### src/sv/flpw_pkg.sv
// shared constants, types and helpers of the four-level page walker
// no dependencies
`timescale 1ns / 1ps

package flpw_pkg;

    localparam int STORE_WORDS_DEF = 4096;
    localparam int WORD_W          = 64;
    localparam int WIDX_W          = 12;
    localparam int VA_W            = 48;
    localparam int PA_W            = 47;
    localparam int TIDX_W          = 9;
    localparam int FULL_ADDR_W     = 44;
    localparam int PRESENT_BIT     = 0;
    localparam int HUGE_BIT        = 7;

    localparam logic [1:0] HUGE_LEVEL = 2'd2;
    localparam logic [1:0] LAST_LEVEL = 2'd3;

    localparam logic KIND_WRITE = 1'b0;
    localparam logic KIND_XLATE = 1'b1;

    typedef struct packed {
        logic clr_wr;
        logic wr;
        logic start;
        logic step;
        logic finish;
    } t_dp_cmd;

    typedef struct packed {
        logic       clr_last;
        logic       present;
        logic       huge;
        logic [1:0] level;
    } t_dp_stat;

    function automatic logic [TIDX_W-1:0] va_index(input logic [VA_W-1:0] va,
                                                    input logic [1:0] level);
        logic [TIDX_W-1:0] idx;
        case (level)
            2'd0: idx = va[47:39];
            2'd1: idx = va[38:30];
            2'd2: idx = va[29:21];
            default: idx = va[20:12];
        endcase
        return idx;
    endfunction

endpackage

### src/sv/flpw_ctrl.sv
// walk sequencer: clearing pass, item intake, level stepping, result handoff
// depends on flpw_pkg
`timescale 1ns / 1ps

module flpw_ctrl (
    input  logic              i_clk,
    input  logic              i_rst_n,
    input  logic              i_s_valid,
    input  logic              i_s_kind,
    output logic              o_s_ready,
    input  logic              i_m_ready,
    output logic              o_m_valid,
    input  flpw_pkg::t_dp_stat i_stat,
    output flpw_pkg::t_dp_cmd  o_cmd
);
    import flpw_pkg::*;

    typedef enum logic [1:0] {
        ST_CLEAR,
        ST_IDLE,
        ST_WALK
    } t_state;

    t_state  r_state, n_state;
    logic    r_ready, n_ready;
    logic    r_out_valid, n_out_valid;
    t_dp_cmd cmd;
    logic    out_free;
    logic    walk_end;

    assign out_free = !r_out_valid || i_m_ready;
    assign walk_end = (i_stat.level == HUGE_LEVEL && i_stat.huge) || !i_stat.present
                      || i_stat.level == LAST_LEVEL;

    always_comb begin
        cmd     = '0;
        n_state = r_state;
        case (r_state)
            ST_CLEAR: begin
                cmd.clr_wr = 1'b1;
                if (i_stat.clr_last) begin
                    n_state = ST_IDLE;
                end
            end
            ST_IDLE: begin
                if (i_s_valid && r_ready) begin
                    if (i_s_kind == KIND_WRITE) begin
                        cmd.wr = 1'b1;
                    end else begin
                        cmd.start = 1'b1;
                        n_state   = ST_WALK;
                    end
                end
            end
            ST_WALK: begin
                if (walk_end) begin
                    if (out_free) begin
                        cmd.finish = 1'b1;
                        n_state    = ST_IDLE;
                    end
                end else begin
                    cmd.step = 1'b1;
                end
            end
            default: begin
                n_state = ST_CLEAR;
            end
        endcase
        n_ready     = (n_state == ST_IDLE);
        n_out_valid = cmd.finish ? 1'b1 : (i_m_ready ? 1'b0 : r_out_valid);
    end

    always_ff @(posedge i_clk) begin
        if (!i_rst_n) begin
            r_state     <= ST_CLEAR;
            r_ready     <= 1'b0;
            r_out_valid <= 1'b0;
        end else begin
            r_state     <= n_state;
            r_ready     <= n_ready;
            r_out_valid <= n_out_valid;
        end
    end

    assign o_s_ready = r_ready;
    assign o_m_valid = r_out_valid;
    assign o_cmd     = cmd;

endmodule

### config.mk
export PLATFORM = sky130hd
export DESIGN_NAME = flpw_ctrl
export DESIGN_NICKNAME = d
export VERILOG_FILES = /design/src/sv/flpw_pkg.sv /design/src/sv/flpw_ctrl.sv
export SDC_FILE = /design/constraint.sdc
export NUM_CORES = 1
export LEC_CHECK = 0
export BUFFER_PORTS_ARGS = -buffer_cell sky130_fd_sc_hd__buf_2
export CAP_MARGIN = 40
export CORE_AREA = 4 4 41 43
export DETAILED_ROUTE_END_ITERATION = 12
export DIE_AREA = 0 0 45 47
export GPL_ROUTABILITY_DRIVEN = 0
export PLACE_DENSITY = 0.49
export SYNTH_ARGS = -nofsm -noshare
export SYNTH_HDL_FRONTEND = slang
export SYNTH_SLANG_ARGS = --single-unit
### constraint.sdc
create_clock -name i_clk -period 3 [get_ports i_clk]
set_input_delay 0.6 -clock i_clk [delete_from_list [all_inputs] [get_ports i_clk]]
set_output_delay 0.6 -clock i_clk [all_outputs]
set_load 0.005 [all_outputs]
==> flow_summary.toml, run 1 <==
[layout]
final_cell_area_um2 = 339.1
instances_no_fill = 56
drive_gt1_share_pct = 56.10
syn_to_final_growth_pct = 50.56
fin_util_pct = 26.06
nets = 53
antenna-diode-count = 0

[sta]
rsz0062_at_grt = "false"
fin_ws_ns = 1.160
holdWs_ns = 0.5788
worstMarginPinSlew_ns = 0.3174
slew-limit-headroom_pct = 78.80
clock.fmax_ghz = 0.5434
period_minus_slack_ns = 1.840
slew_viol_final = 0
skew_ns = 0.0006084
setup-tns-final_ns = 0
setup_violations = 0
timing.final.crit_share_pct = 61.35
finalHoldViolCount = 0

[synth]
netlist_top_cells_area = "dfxtp_1 (36%), o21a_1 (10%), a211oi_4 (8.9%), nor3b_2 (5.6%), a41oi_1 (3.9%)"
yosys.area_share.adder_pct = 0
async_flop_share_pct = 0
synth.cell_area_um2 = 225.2
synth_compound_area_share_pct = 36.11
synth_mux_area_share_pct = 0
syn_nets = 33
synth_warnings = 0
yosys.area_share.simple_pct = 25.00
synth_top_area_cell = "dfxtp_1"
syn_area_per_cell_um2 = 9.792
synth_xor_area_share_pct = 0
yosysUniqueCellTypes = 17
synthFlopType = "dfxtp_1"
synthTopCellsByCount = "dfxtp_1 (4), o21a_1 (3), nor2_1 (2)"
synthCells = 23
yosysSeqAreaShare_pct = 35.56
synth_top_area_share_pct = 35.56
synth.most_common_cell = "dfxtp_1"
ys_ff_latch = 4
synth-edff-count = 0
synth_top_family_by_area = "compound AO/OA/AOI/OAI gates"

[grt]
grt_max_degree = 7
grt_overflow = 0
grt_pass1_vias = 194
grt_usage_pct = 6.319
antenna_found_initial = 0
grt_pass1_wl_um = 848

[place]
io_buffers = 16
dp_cells = 53
place_ws_ns = 1.157
dpl_cell_area_um2 = 316.6

[outcome]
status = "completed"

[route]
drt_pass1_iterations = 1
drtIter0Drc = 0
wl_per_cell_um = 9.839
drt-vias-per-instance = 4.161
postRouteAntennaNets = 0
drc = 0
drt_wl_total_um = 551
vias = 233

[cts]
hold_buffers = 0
tritoncts = "built"
postCtsSetupRepairBufs = 0
cts_buffers = 3
clkTransAtPathRegs_ns = 0.04
clk_latency_ns = 0.23
numClockSinks = 4
cts.root.buffer_cell = "clkbuf_4"
htree_levels = 1
ctsResizeCount = 0
max-clock-path-buffers = 2

[critical_path]
critical_path_arrival_ns = 1.24
end_kind = "output port"
cp.required_ns = 2.40
critPathLaunchType = "input pin"
path_class = "in -> out"
crit_fanout = 4

[power_and_ir_drop]
leakage_nw = 0.1491
power_uw = 144.3
vdd_ir_drop_max_v = 0.0001527
power_density_mw_per_mm2 = 425.5

[floorplan]
row_count = 13
dieArea_mm2 = 0.002115
die_w_um = 45
die_y_um = 47
start_util_pct = 17.31
core_mm2 = 0.001301
ioPinCount = 17

[worst_hold_path]
hp-class = "reg -> reg"

[job]
drv_cap = 0
==> sequential cells by signal (all words and copies together), names as in the netlist <==
register   count
o_m_valid      1
o_s_ready      1
r_state        2
==> power breakdown <==
group	switching [mW]	total, mW	leakage [nW]	internal [mW]
registers	0.00267	0.0587	0.0329	0.0560
logic	0.00910	0.0203	0.102	0.0112
clock network	0.0206	0.0653	0.0138	0.0447
total	0.0324	0.144	0.149	0.112
==> logic make-up after synthesis <==
| logic type | count (synthesis) |
|---|---|
| AND/OR/NAND/NOR | 9 |
| flip-flops | 4 |
| buffers and inverters | 1 |
| AO/OA/AOI/OAI | 9 |
==> path summary, 6_finish.rpt <==
path | startpoint | end | slack [ns] | depth (start not counted)
min reg2reg | r_state[1] | r_state[1] | 0.58 | 2
max reg2reg | r_state[0] | r_state[0] | 1.94 | 3
min | r_state[1] | r_state[1] | 0.58 | 2
max | i_stat[0] | o_cmd[0] | 1.16 | 4
==> cell type report <==
class                           instances  area, µm²
Fill cell                             152      962.2
Sequential cell                         4      80.08
Multi-Input combinational cell         18      137.6
Timing Repair Buffer                   16      80.08
Tap cell                               15      18.77
Clock buffer                            3      22.52
==> metal layers <==
metal	vias up	part of all wire [%]	track usage [%]
met4	0	0	5.263
met2	17	30	7.062
met3	0	19	6.130
met5	-	0	0
li1	121	-	-
met1	95	51	6.818
==> layout by cell type, fill, tap and decap left out <==
master     netlist  routed
buf_2            0      16
dfxtp_1          4       4
o21a_1           3       3
clkbuf_4         0       3
nor2_1           2       2
o21ai_2          1       1
nand2b_2         1       1
nor2b_1          1       1
a211oi_4         1       1
nand3_1          1       1
nor3b_2          1       1
nor3_1           1       1
nand2_1          1       1
o21bai_1         1       1
a41oi_1          1       1
nand3b_1         1       1
a21oi_1          1       1
o2bb2ai_1        1       1
==> critical path: stages <==
cell	delay, ns
buf_2	0.08
o21ai_2	0.08
a211oi_4	0.30
buf_2	0.17
(Power assumes the default switching activity.)
==> inputs of run 2 (changes only) <==
--- a/config.mk
+++ b/config.mk
@@ -11,7 +11,7 @@
 export DETAILED_ROUTE_END_ITERATION = 12
 export DIE_AREA = 0 0 45 47
 export GPL_ROUTABILITY_DRIVEN = 0
-export PLACE_DENSITY = 0.49
+export PLACE_DENSITY = 0.5
 export SYNTH_ARGS = -nofsm -noshare
 export SYNTH_HDL_FRONTEND = slang
 export SYNTH_SLANG_ARGS = --single-unit
==> constraint.sdc (replaced) <==
create_clock -name i_clk -period 1.5 [get_ports i_clk]
set_input_delay 0.3 -clock i_clk [delete_from_list [all_inputs] [get_ports i_clk]]
set_output_delay 0.3 -clock i_clk [all_outputs]
set_load 0.005 [all_outputs]
==> flow_summary.toml, run 2 (synthesis results as in run 1) <==
[route]
postRouteAntennaNets = 0
drt_pass1_iterations = 4
drt-vias-per-instance = 4.263
vias = 243
drtIter0Drc = 2
wl_per_cell_um = 10.58
drc = 0
drt_wl_total_um = 603

[layout]
antenna-diode-count = 0
fillers = 147
fin_util_pct = 27.21
multi_input_area_um2 = 142.6
drive_gt1_share_pct = 61.90
largest_reg_flops = 2
seqCellArea_um2 = 82.58
nets = 54
top_register = "r_state"
syn_to_final_growth_pct = 57.22
final_cell_area_um2 = 354.1
layout_common_cells = "buf_2 (16), o21a_1 (3), clkbuf_4 (3)"
final_common_cell = "buf_2"

[power_and_ir_drop]
power_density_mw_per_mm2 = 830.2
p_int_uw = 225.6
p_sw_uw = 68.37
p_clk_share_pct = 45.2
power_uw = 294.0
switching_share_pct = 23.26
seqPwrFrac_pct = 40.2
leakage_nw = 0.1586
vdd_ir_drop_max_v = 0.0002729
p_comb_share_pct = 14.6

[cts]
hold_buffers = 0
clkTransAtPathRegs_ns = 0.04
numClockSinks = 4
cts.root.buffer_cell = "clkbuf_4"
htree_levels = 1
tritoncts = "built"
clk_latency_ns = 0.23
cts_buffers = 3
max-clock-path-buffers = 2

[sta]
clock.fmax_ghz = 0.7126
timing.final.crit_share_pct = 93.55
slew_viol_final = 0
setup-tns-final_ns = 0
setup_violations = 0
finalHoldViolCount = 0
period_minus_slack_ns = 1.403
rsz0062_at_grt = "false"
slew-limit-headroom_pct = 78.68
worstMarginPinSlew_ns = 0.3192
skew_ns = 0.001351
fin_ws_ns = 0.09678

[worst_hold_path]
hp-class = "in -> reg"

[grt]
antenna_found_initial = 0
grtUsageMet2_pct = 8.192
grt_pass1_vias = 263
grt_max_degree = 7
grt_util_met1_pct = 8.656
grt_pass1_wl_um = 1041
grt_usage_pct = 7.273
grt-busiest-layer = "met4"
grt_overflow = 0
grt_use_met3_pct = 3.831

[floorplan]
die_w_um = 45
ioPinCount = 17
row_count = 13
core_mm2 = 0.001301
start_util_pct = 17.31
die_y_um = 47
dieArea_mm2 = 0.002115

[place]
dp_hpwl_um = 477.7
place_ws_ns = 0.2179
io_buffers = 16
dpl_cell_area_um2 = 316.6

[critical_path]
end_kind = "output port"
crit_fanout = 6
path_class = "reg -> out"
cp.required_ns = 1.20
critPathLaunchType = "flop"
critical_path_arrival_ns = 1.10

[outcome]
status = "completed"

[job]
drv_cap = 0
[run 2: repair_timing]
item,in CTS,in global routing
buffers inserted,0,1
pin swaps,1,1
endpoints found under the hold margin,0,0
resized for setup,0,3
setup endpoints to repair,1,2
[run 2: power groups by stage]
stage	Clock, mW	Sequential, mW	Combinational, mW
2_1_floorplan	0	0.118	0.0179
3_3_place_gp	0	0.119	0.0418
3_5_place_dp	0	0.119	0.0417
4_1_cts	0.142	0.117	0.0421
5_1_grt	0.146	0.119	0.0478
6_report	0.133	0.118	0.0429
[run 2: worst paths after layout]
check	startpoint	to	slack, ns	depth (start not counted)
worst max-delay path	r_state[0]	o_cmd[0]	0.1	3
worst min-delay path	i_rst_n	r_state[0]	0.34	2
worst max register to register	o_m_valid	o_s_ready	0.40	4
worst min register to register	r_state[1]	r_state[1]	0.55	2
[run 2: cell type report]
type                       count  area share, %
clock buffer                   3          6.360
multi-input combinational     18          40.28
timing repair buffer          17          24.73
sequential                     4          23.32
tap                           15          5.300
[run 2: worst max-delay path: stages, from the launching register on]
cell and delay (ns):
dfxtp_2 0.34, nand2b_4 0.15, a211oi_4 0.23, buf_2 0.15
[run 2: routing by layer]
layer	share of wire, %	up-vias
met5	0	-
met1	45	101
met2	35	19
met3	19	0
met4	0	0
li1	-	123
[run 2: per-stage QoR]
step | hold WS, ns | instances
after floorplan | 0.4169 | 23
after global placement | 0.5637 | 53
after detailed placement | 0.5758 | 53
after CTS | 0.3414 | 56
after global routing | 0.3443 | 57
final | 0.3435 | 57
